File: src/rtl/core/kcl_pkg.sv
// kcl_pkg: shared types and constants of the keypad code lock
// key codes, result codes, register indexes, state and result records
// no dependencies
`timescale 1ns / 1ps

package kcl_pkg;

  // code length range and default
  localparam int MAX_CODE_LENGTH = 16;
  localparam int CODE_LENGTH_DEF = 6;

  // field widths
  localparam int DIGIT_W   = 4;
  localparam int CODE_W    = 24;
  localparam int ERR_W     = 4;
  localparam int WAIT_W    = 7;
  localparam int EV_W      = 3;
  localparam int HELD_W    = 3;
  localparam int KEY_W     = 4;
  localparam int CFG_IDX_W = 2;
  localparam int CFG_W     = 24;
  localparam int S_DATA_W  = 8;
  localparam int M_DATA_W  = 24;

  // reset values of the registers
  localparam logic [CODE_W-1:0] CODE_DIGITS_RST  = 24'h123456;
  localparam logic [ERR_W-1:0]  MAX_ERRORS_RST   = 4'd3;
  localparam logic [WAIT_W-1:0] INITIAL_WAIT_RST = 7'd2;
  localparam logic [WAIT_W-1:0] WAIT_CAP_RST     = 7'd99;
  localparam logic [ERR_W-1:0]  ERR_SAT          = 4'd15;

  // key codes
  localparam logic [KEY_W-1:0] KEY_DIGIT_LO = 4'd1;
  localparam logic [KEY_W-1:0] KEY_DIGIT_HI = 4'd9;
  localparam logic [KEY_W-1:0] KEY_CONFIRM  = 4'd10;
  localparam logic [KEY_W-1:0] KEY_DELETE   = 4'd11;

  // item kinds
  localparam logic KIND_KEY  = 1'b0;
  localparam logic KIND_TICK = 1'b1;

  typedef enum logic [EV_W-1:0] {
    EV_IGNORED  = 3'd0,
    EV_STORED   = 3'd1,
    EV_REMOVED  = 3'd2,
    EV_ACCEPT   = 3'd3,
    EV_REJECT   = 3'd4,
    EV_LOCKED   = 3'd5,
    EV_TICK     = 3'd6,
    EV_RELEASED = 3'd7
  } ev_t;

  typedef enum logic [CFG_IDX_W-1:0] {
    CFG_CODE_DIGITS  = 2'd0,
    CFG_MAX_ERRORS   = 2'd1,
    CFG_INITIAL_WAIT = 2'd2,
    CFG_WAIT_CAP     = 2'd3
  } cfg_idx_t;

  // configuration seen by the step logic
  typedef struct packed {
    logic [CODE_W-1:0] code_digits;
    logic [ERR_W-1:0]  max_errors;
    logic [WAIT_W-1:0] wait_cap;
  } cfg_t;

  // lockout state
  typedef struct packed {
    logic [ERR_W-1:0]  error_tally;
    logic              lock_flag;
    logic [WAIT_W-1:0] countdown;
    logic [WAIT_W-1:0] next_wait;
  } lock_state_t;

  // result item, event in the lowest bits
  typedef struct packed {
    logic [WAIT_W-1:0] seconds_left;
    logic              locked;
    logic [ERR_W-1:0]  failures;
    logic [HELD_W-1:0] digits_held;
    ev_t               event_res;
  } result_t;

  localparam int RES_W = $bits(result_t);

endpackage

File: src/rtl/core/keypad_code_lock_with_lockout_core.sv
// keypad_code_lock_with_lockout_core: top level of the keypad code lock
// input register, step logic, state, configuration and result register
// depends on kcl_pkg and kcl_step
`timescale 1ns / 1ps

// Keypad code lock with escalating lockout. Each input item is either a
// key press (tuser = 0, key code in tdata) or a one-second tick (tuser = 1).
// Digits 1-9 build up an entry of CODE_LENGTH digits; the digit that fills
// the entry triggers the compare against code_digits, confirm (10) checks at
// once and so always fails on a short entry, delete (11) drops the last
// digit, every other code is ignored. Every item gives exactly one result
// item carrying the event and the state after it. Failures count up to 15;
// reaching max_errors locks the keypad for the current wait and doubles the
// next wait up to wait_cap, and only a write of initial_wait brings it back.
// While locked, keys are ignored and ticks count down; the release clears
// the failure count. Rate: one item per clock while m_tready keeps up; the
// accepting edge loads the input register, and the state update then loads
// the result register from the input register. While a result waits for
// m_tready the input register still takes one more item.
// Configuration writes are meant for an idle block only.

module keypad_code_lock_with_lockout_core #(
  parameter int CODE_LENGTH = kcl_pkg::CODE_LENGTH_DEF
) (
  input  logic                          clk,
  input  logic                          rst,
  // input item stream
  input  logic                          s_tvalid,
  output logic                          s_tready,
  input  logic [kcl_pkg::S_DATA_W-1:0]  s_tdata,   // [3:0] key_code, [7:4] zero
  input  logic                          s_tuser,   // [0] kind
  // result item stream
  output logic                          m_tvalid,
  input  logic                          m_tready,
  output logic [kcl_pkg::M_DATA_W-1:0]  m_tdata,   // [2:0] event_res, [5:3] digits_held,
                                                   // [9:6] failures, [10] locked,
                                                   // [17:11] seconds_left, [23:18] zero
  // configuration write port
  input  logic                          cfg_we,
  input  logic [kcl_pkg::CFG_IDX_W-1:0] cfg_index,
  input  logic [kcl_pkg::CFG_W-1:0]     cfg_data
);
  import kcl_pkg::*;

  localparam int CNT_W = $clog2(CODE_LENGTH + 1);

  // input register
  logic               in_valid;
  logic               in_kind;
  logic [KEY_W-1:0]   in_key;

  // configuration
  cfg_t               cfg;

  // state
  lock_state_t        st;
  logic [CNT_W-1:0]   count;
  logic [DIGIT_W-1:0] entered_digits [CODE_LENGTH];

  // step results
  lock_state_t        st_next;
  logic [CNT_W-1:0]   count_next;
  logic               push;
  ev_t                ev;

  // result register
  logic               out_valid;
  result_t            out_res;
  result_t            res_next;

  logic               advance;

  // the result register frees when it is empty or being read
  assign advance  = !out_valid || m_tready;
  assign s_tready = !in_valid || advance;
  assign m_tvalid = out_valid;
  assign m_tdata  = M_DATA_W'(out_res);

  kcl_step #(
    .CODE_LENGTH (CODE_LENGTH),
    .CNT_W       (CNT_W)
  ) u_step (
    .kind       (in_kind),
    .key_code   (in_key),
    .cfg        (cfg),
    .st         (st),
    .count      (count),
    .digits     (entered_digits),
    .st_next    (st_next),
    .count_next (count_next),
    .push       (push),
    .ev         (ev)
  );

  always_comb begin
    res_next.event_res    = ev;
    res_next.digits_held  = HELD_W'(count_next);
    res_next.failures     = st_next.error_tally;
    res_next.locked       = st_next.lock_flag;
    res_next.seconds_left = st_next.lock_flag ? st_next.countdown : '0;
  end

  // input register
  always_ff @(posedge clk) begin
    if (rst) begin
      in_valid <= 1'b0;
    end else if (s_tready) begin
      in_valid <= s_tvalid;
    end
    if (s_tready && s_tvalid) begin
      in_kind <= s_tuser;
      in_key  <= s_tdata[KEY_W-1:0];
    end
  end

  // state update and configuration; a write of initial_wait reloads the wait
  always_ff @(posedge clk) begin
    if (rst) begin
      count           <= '0;
      st.error_tally  <= '0;
      st.lock_flag    <= 1'b0;
      st.countdown    <= '0;
      st.next_wait    <= INITIAL_WAIT_RST;
      cfg.code_digits <= CODE_DIGITS_RST;
      cfg.max_errors  <= MAX_ERRORS_RST;
      cfg.wait_cap    <= WAIT_CAP_RST;
    end else begin
      if (in_valid && advance) begin
        st    <= st_next;
        count <= count_next;
      end
      if (cfg_we) begin
        case (cfg_idx_t'(cfg_index))
          CFG_CODE_DIGITS:  cfg.code_digits <= cfg_data[CODE_W-1:0];
          CFG_MAX_ERRORS:   cfg.max_errors  <= cfg_data[ERR_W-1:0];
          CFG_INITIAL_WAIT: st.next_wait    <= cfg_data[WAIT_W-1:0];
          CFG_WAIT_CAP:     cfg.wait_cap    <= cfg_data[WAIT_W-1:0];
          default: ;
        endcase
      end
    end
  end

  // digit store: only slots below the count are ever read
  always_ff @(posedge clk) begin
    for (int i = 0; i < CODE_LENGTH; i++) begin
      if (in_valid && advance && push && (count == CNT_W'(i))) begin
        entered_digits[i] <= in_key;
      end
    end
  end

  // result register
  always_ff @(posedge clk) begin
    if (rst) begin
      out_valid <= 1'b0;
    end else if (advance) begin
      out_valid <= in_valid;
    end
    if (advance && in_valid) begin
      out_res <= res_next;
    end
  end

endmodule

File: src/rtl/core/kcl_step.sv
// kcl_step: next-state logic of the code lock for one item
// digit entry, code compare, failure count and lockout countdown
// depends on kcl_pkg
`timescale 1ns / 1ps

module kcl_step #(
  parameter int CODE_LENGTH = kcl_pkg::CODE_LENGTH_DEF,
  parameter int CNT_W       = $clog2(CODE_LENGTH + 1)
) (
  input  logic                      kind,
  input  logic [kcl_pkg::KEY_W-1:0] key_code,
  input  kcl_pkg::cfg_t             cfg,
  input  kcl_pkg::lock_state_t      st,
  input  logic [CNT_W-1:0]          count,
  input  logic [kcl_pkg::DIGIT_W-1:0] digits [CODE_LENGTH],
  output kcl_pkg::lock_state_t      st_next,
  output logic [CNT_W-1:0]          count_next,
  output logic                      push,
  output kcl_pkg::ev_t              ev
);
  import kcl_pkg::*;

  localparam int EXT_W = DIGIT_W * MAX_CODE_LENGTH;
  localparam logic [CNT_W-1:0] CNT_LAST = CNT_W'(CODE_LENGTH - 1);
  localparam logic [CNT_W-1:0] CNT_FULL = CNT_W'(CODE_LENGTH);

  logic [EXT_W-1:0]   code_ext;
  logic               match;
  logic [DIGIT_W-1:0] dig;
  logic               is_digit;
  logic               do_check;
  logic               ok;
  logic [ERR_W-1:0]   tally_inc;
  logic [WAIT_W:0]    doubled;
  logic [WAIT_W-1:0]  cd_dec;

  assign code_ext = EXT_W'(cfg.code_digits);

  // entry with the incoming digit in the slot it would take
  always_comb begin
    match = 1'b1;
    dig   = '0;
    for (int i = 0; i < CODE_LENGTH; i++) begin
      dig = (count == CNT_W'(i)) ? key_code : digits[i];
      if (dig != code_ext[DIGIT_W*(CODE_LENGTH-1-i) +: DIGIT_W]) begin
        match = 1'b0;
      end
    end
  end

  assign is_digit  = key_code inside {[KEY_DIGIT_LO:KEY_DIGIT_HI]};
  // only the digit that completes the entry can pass; confirm on a
  // stored entry always finds it short
  assign ok        = is_digit && (count == CNT_LAST) && match;
  assign do_check  = (is_digit && (count == CNT_LAST)) || (key_code == KEY_CONFIRM);
  assign tally_inc = (st.error_tally == ERR_SAT) ? ERR_SAT : st.error_tally + 1'b1;
  assign doubled   = {st.next_wait, 1'b0};
  assign cd_dec    = (st.countdown != '0) ? st.countdown - 1'b1 : st.countdown;

  always_comb begin
    st_next    = st;
    count_next = count;
    push       = 1'b0;
    ev         = EV_IGNORED;
    if (kind == KIND_TICK) begin
      if (st.lock_flag) begin
        st_next.countdown = cd_dec;
        if (cd_dec == '0) begin
          st_next.lock_flag   = 1'b0;
          st_next.error_tally = '0;
          ev                  = EV_RELEASED;
        end else begin
          ev = EV_TICK;
        end
      end
    end else if (!st.lock_flag) begin
      if (do_check && (is_digit ? (count < CNT_FULL) : 1'b1)) begin
        count_next = '0;
        if (ok) begin
          st_next.error_tally = '0;
          ev                  = EV_ACCEPT;
        end else begin
          st_next.error_tally = tally_inc;
          if (tally_inc >= cfg.max_errors) begin
            st_next.lock_flag = 1'b1;
            st_next.countdown = (st.next_wait == '0) ? WAIT_W'(1) : st.next_wait;
            st_next.next_wait = (doubled > {1'b0, cfg.wait_cap}) ? cfg.wait_cap
                                                                 : doubled[WAIT_W-1:0];
            ev                = EV_LOCKED;
          end else begin
            ev = EV_REJECT;
          end
        end
      end else if (is_digit && (count < CNT_FULL)) begin
        push       = 1'b1;
        count_next = count + 1'b1;
        ev         = EV_STORED;
      end else if ((key_code == KEY_DELETE) && (count != '0)) begin
        count_next = count - 1'b1;
        ev         = EV_REMOVED;
      end
    end
  end

endmodule

File: config.mk
export PLATFORM = sky130hd
export DESIGN_NAME = keypad_code_lock_with_lockout_core
export DESIGN_NICKNAME = d
export VERILOG_FILES = /design/src/rtl/core/kcl_pkg.sv /design/src/rtl/core/keypad_code_lock_with_lockout_core.sv /design/src/rtl/core/kcl_step.sv
export SDC_FILE = /design/constraint.sdc
export NUM_CORES = 1
export LEC_CHECK = 0
export CORE_ASPECT_RATIO = 0.5
export CORE_MARGIN = 2
export CORE_UTILIZATION = 60
export DETAILED_ROUTE_END_ITERATION = 8
export DONT_BUFFER_PORTS = 1
export PLACE_DENSITY = 0.76
export SLEW_MARGIN = 25
export SYNTH_ARGS = -nofsm -noshare
export SYNTH_HDL_FRONTEND = slang
export SYNTH_SLANG_ARGS = --single-unit
export TNS_END_PERCENT = 50
File: constraint.sdc
create_clock -name clk -period 6.1 [get_ports clk]
set_clock_uncertainty 0.05 [all_clocks]
set_input_delay 0.915 -clock clk [delete_from_list [all_inputs] [get_ports clk]]
set_output_delay 0.915 -clock clk [all_outputs]
set_load 0.03 [all_outputs]
After elaboration in Yosys (flattened, before gate mapping):

Cells that the tools add are included.

* word-level logic and storage cells: 125
* register bits after elaboration: 106
* bits of input ports: 40

* equal/unequal tests: 17
* reduce and logical (&&, ||, !) cells: 29
* order comparisons: 5
* add/subtract/negate cells: 4
* mux-type cells: 47

Operator list (count)
* 7-bit 2-to-1 mux: 7
* 19-bit 2-to-1 mux: 2
* 4-bit 2-to-1 mux: 8
* 15-bit 2-to-1 mux: 2
* 3-bit 2-to-1 mux: 10
* 12-bit 2-to-1 mux: 2
* 4-bit inequality test: 6
* 1-bit logical AND: 15
* 7-bit logical NOT: 2
* 1-bit 2-to-1 mux: 13
* 4-bit == test (second input constant): 3
* 8-bit by 7-bit > comparator with 1-bit output: 1
* 7-bit nonzero test: 1
* 7-bit by 1-bit subtractor with 7-bit output (second input constant): 1
* 3-bit by 2-bit == test with 1-bit output (second input constant): 2
* 3-bit == test (second input constant): 2
* 2-bit AND reduction: 3
* 5-bit 2-to-1 mux: 1
* 4-bit by 1-bit adder with 4-bit output (second input constant): 1
* 2-bit == test (second input constant): 2
* 4-bit by 1-bit >= comparator with 1-bit output (second input constant): 1
* 4-bit >= comparator: 1
* 4-bit less-or-equal comparator (second input constant): 1
* 2-bit 2-to-1 mux: 2
* other kinds (10): 13

Depth between registers and ports, before layout:

* depth in word-level cells: 17
* depth in mapped cells: 14
* gate-level depth less buffers: 13

Hierarchy:

A second synthesis with hierarchy kept.

* cells, all modules: 697
* area, all modules: 6089.6 µm²

By module, submodules not included
* keypad_code_lock_with_lockout_core: area each 3792.4 µm², instances 1, cells an instance 341, seq. area each 2592.5 µm²
* kcl_step: area each 2297.2 µm², instances 1, cells an instance 356, seq. area each 0.0 µm²

Worst setup path after synthesis:

No wires, ideal clock.

* path type: input to register
* start: input m_tready
* end: register out_res (netlist bit m_tdata[0]) (enable)
* required time: 5.660 ns
* cell stages on the path: 6
* path slack: 3.262 ns
* data arrival time: 2.398 ns
* cells stage by stage: nor2b_1 nand2b_1 clkbuf_1 inv_1 clkbuf_1 buf_1

* word-level cells in the longest chain between the ends: 2

RTL lines
* from (decl): line keypad_code_lock_with_lockout_core.sv:34 `input logic m_tready,`
* 1-bit logical OR: line keypad_code_lock_with_lockout_core.sv:74 `assign advance = !out_valid || m_tready;`
* 1-bit logical AND: line keypad_code_lock_with_lockout_core.sv:160 `if (advance && in_valid) begin`
* to (signal assigned): line keypad_code_lock_with_lockout_core.sv:161 `out_res <= res_next;`
* to (decl): line keypad_code_lock_with_lockout_core.sv:68 `result_t out_res;`

Every way passes these cells.
A chain may end at the register's enable or synchronous reset.

Worst setup path after layout:

* start: register count[2]
* end: register out_res (netlist bit m_tdata[14]), data pin

* word-level cells in the longest chain between the ends: 14

RTL lines
* from (decl): line keypad_code_lock_with_lockout_core.sv:57 `logic [CNT_W-1:0] count;`
* from (signal assigned): line keypad_code_lock_with_lockout_core.sv:130 `count <= count_next;`
* 3-bit logical NOT: line kcl_step.sv:44 `dig = (count == CNT_W'(i)) ? key_code : digits[i];`
* 4-bit 2-to-1 mux: line kcl_step.sv:44
* 4-bit inequality test: line kcl_step.sv:45 `if (dig != code_ext[DIGIT_W*(CODE_LENGTH-1-i) +: DIGIT_W]) begin`
* 1-bit 2-to-1 mux (6 in series): line kcl_step.sv:45
* 1-bit logical AND: line kcl_step.sv:54 `assign ok = is_digit && (count == CNT_LAST) && match;`
* 15-bit 2-to-1 mux: line kcl_step.sv:79 `if (ok) begin`
* 19-bit 2-to-1 mux (*): line kcl_step.sv:77 `if (do_check && (is_digit ? (count < CNT_FULL) : 1'b1)) begin`
* 19-bit 2-to-1 mux (*): line kcl_step.sv:76 `end else if (!st.lock_flag) begin`
* 12-bit 2-to-1 mux (*): line kcl_step.sv:65 `if (kind == KIND_TICK) begin`

Every way passes the cells marked *; elsewhere a longest branch is shown, timed or not.

==> out/qor.csv <==
stage;metric;value;unit
power;VDD IR max;0.000204;V
detailed_routing;DRC errors left;0;
cts;number of H-tree levels;3;
detailed_routing;first-pass detailed-route iteration total;5;
power;sequential share of power;0.543;
worst_setup_path;CP Max Fanout;17;
power;leakage power;0.00230;uW
global_routing;antenna violations before repair;0;
worst_setup_path;crit path kind;register to register;
logic_synthesis;count leader, synth;nand2_1;
power;power per cell area;243;mW/mm^2
timing;RSZ-0062 raised after global routing;no;
cts;TritonCTS buffer count;9;
layout;Final Core Density;0.648;
logic_synthesis;Syn Inst Count;638;
global_routing;Total GRT Usage;0.255;
run;MaxCap Viol Count;0;
detailed_routing;Routed Antenna Nets;0;
timing;worst hold margin;0.422;ns
global_routing;vias in the first global route;4106;
floorplanning;Core Footprint;0.00945;sq mm
cts;clk slew on worst S/H paths;0.07;ns
worst_setup_path;CP Data Arrival Time;3.85;ns
global_routing;largest net degree at the start of global routing;71;
floorplanning;die area;0.0106;sq mm
timing;setup TNS;0;ns
min_path;hold wc startpoint;cfg[3];
cts;CTS Root Cell;clkbuf_16;
cts;CTS tree;yes;
layout;layout cells sized above 1;0.0514;
timing;f_max;0.262;GHz
cts;clk buf depth;2;
logic_synthesis;post-synthesis sequential area ratio;0.444;
floorplanning;die height;73.7;um
min_path;worst hold path type;register to register;
cts;cts repair resizes;0;
place;DPL Wire Length;9120;um
logic_synthesis;area fraction of the dominant cell type after synthesis;0.242;
floorplanning;row cnt;25;
logic_synthesis;synth warn;0;
detailed_routing;DR iter-0 viols;380;
timing;max-slew violations;0;
worst_setup_path;CP Capture Type;register;
worst_setup_path;RR Startpoint;count[2];
power;Clk pwr share;0.359;
logic_synthesis;Yosys reg bits;106;
worst_setup_path;kind of start point of the critical path;register;
global_routing;Congestion Overflow GR;0;
floorplanning;Die W;143;um
layout;Total Nets Final;677;
detailed_routing;drt wl/cell;17.1;um
logic_synthesis;Area contributors post-synth;edfxtp_1 24%, dfxtp_1 20%, nand2_1 5.0%, a21oi_1 4.3%, ha_1 4.1%;
place;I/O Buffers;0;
cts;postcts setup bufs;0;
logic_synthesis;area of the mapped netlist;0.00584;sq mm
worst_setup_path;CP startpoint;count[2];
detailed_routing;Routed WL;13000;um
detailed_routing;Vias per Instance;6.02;
cts;clk sinks;106;
logic_synthesis;Post-synth ARST share;0;
timing;Final Cycle Share;0.625;
power;internal power;1100;uW
timing;Slew @ Worst Pin;0.754;ns
layout;Diodes inserted;0;
logic_synthesis;Post-synth EDFFs;47;
cts;Clock Latency Late Sink;0.35;ns
logic_synthesis;main flop type after synthesis;dfxtp_1;
power;Comb pwr share;0.097;
floorplanning;num ports;66;
power;switching share of power;0.256;
logic_synthesis;Avg Cell Area, Syn;9.15;sq um
layout;Layout area overhead;4.87;%
detailed_routing;Vias;4566;
timing;fin crit period;3.81;ns
power;P_sw;381;uW
status;status;completed;
floorplanning;initial core utilization;0.618;
logic_synthesis;Synth area leader;edfxtp_1;
timing;Slew headroom;0.497;
timing;# setup viols final;0;
timing;final hold vios;0;
cts;Hold Buf Count CTS;0;
logic_synthesis;top cells by count, synth;78 x nand2_1, 59 x dfxtp_1, 54 x nor2_1;
logic_synthesis;synth unique cells;72;
place;Routability Congestion;0.955;
global_routing;first-pass GRT wire length;21000;um
worst_setup_path;WP data required;6.13;ns
final timing paths:
path / endpoint / slack [ns] / cells past startpoint
hold reg to reg: cfg[3] / 0.42 / 2
setup reg to reg: m_tdata[14] / 2.29 / 10
hold / removal: cfg[3] / 0.42 / 2
setup / recovery: m_tdata[14] / 2.29 / 10
cells by family after synthesis:
kind of cell | share of synthesized area
buffers and inverters | 0.0572
other | 0.000642
muxes | 0.0345
and+or+nand+nor | 0.214
AOI/OAI and AO/OA | 0.187
DFF | 0.444
xor gates and xnor gates | 0.0225
adders and majority gates | 0.0407
per-stage QoR:
step	std cells	instance area (sq um)	setup WS, ns	total power [uW]
after floorplan	647	5870	3.26	942
after detailed placement	742	5860	2.44	966
after CTS	758	6120	2.40	1490
after global placement	742	5860	2.44	962
after global routing	758	6120	2.08	1540
final	758	6120	2.29	1490
layout by cell type (no fill, tap or decap), types with 4 or more instances in the layout:
master     instances
a211o_1           11
a211oi_1           5
a21o_1             5
a21oi_1           50
a22oi_1            8
a31oi_1            5
and2_1             5
and3_1             5
clkbuf_16          9
conb_1            10
dfxtp_1           59
edfxtp_1          47
ha_1              19
inv_1             33
mux2i_1           19
nand2_1           78
nand2b_1          16
nand3_1           11
nand3b_1          23
nand4_1            5
nor2_1            54
nor2b_1            9
nor3_1            10
nor4_1             6
o211ai_1          10
o21ai_0            9
o21ai_1            5
o221ai_1           6
or2_2              4
or3_1              4
or4_1              6
xnor2_1            5
xor2_1            10
per-layer routing:
layer | vias up | GRT usage | wire length [um]
met5 | - | 0 | 0
met4 | 0 | 0.0545 | 189
met3 | 19 | 0.0469 | 674
met2 | 156 | 0.416 | 5950
met1 | 2137 | 0.360 | 6160
li1 | 2254 | - | -
critical path, stage by stage (launching register included):
cell     delay (ns)
dfxtp_1        0.68
inv_1          0.24
ha_1           0.39
mux2i_1        0.22
xor2_1         0.18
o21ai_0        0.10
nor4_1         0.33
nand4_1        0.59
and2_4         0.39
a21oi_1        0.26
a21oi_1        0.11
area by class of cell:
class,count,area (sq um)
inverter,33,124
clock inverter,4,27.5
multi-input combinational,465,2950
clock buffer,12,236
sequential,106,2590
fill,806,3330
tap,135,169
timing repair buffer,3,22.5
flip-flops by register name, indices dropped and copies added (netlist names):
signal / count
entered_digits: 24
in_key: 4
m_tvalid: 1
count: 3
in_valid: 1
m_tdata: 18
st: 19
in_kind: 1
cfg: 35
power by group through the flow:
stage	clock, uW	combinational, uW	sequential [uW]
3_3_place_gp	0	140	822
2_1_floorplan	0	133	809
3_5_place_dp	0	142	823
6_report	534	145	808
5_1_grt	568	163	811
4_1_cts	540	144	807
Note: power is estimated with default switching activity, not from simulation.
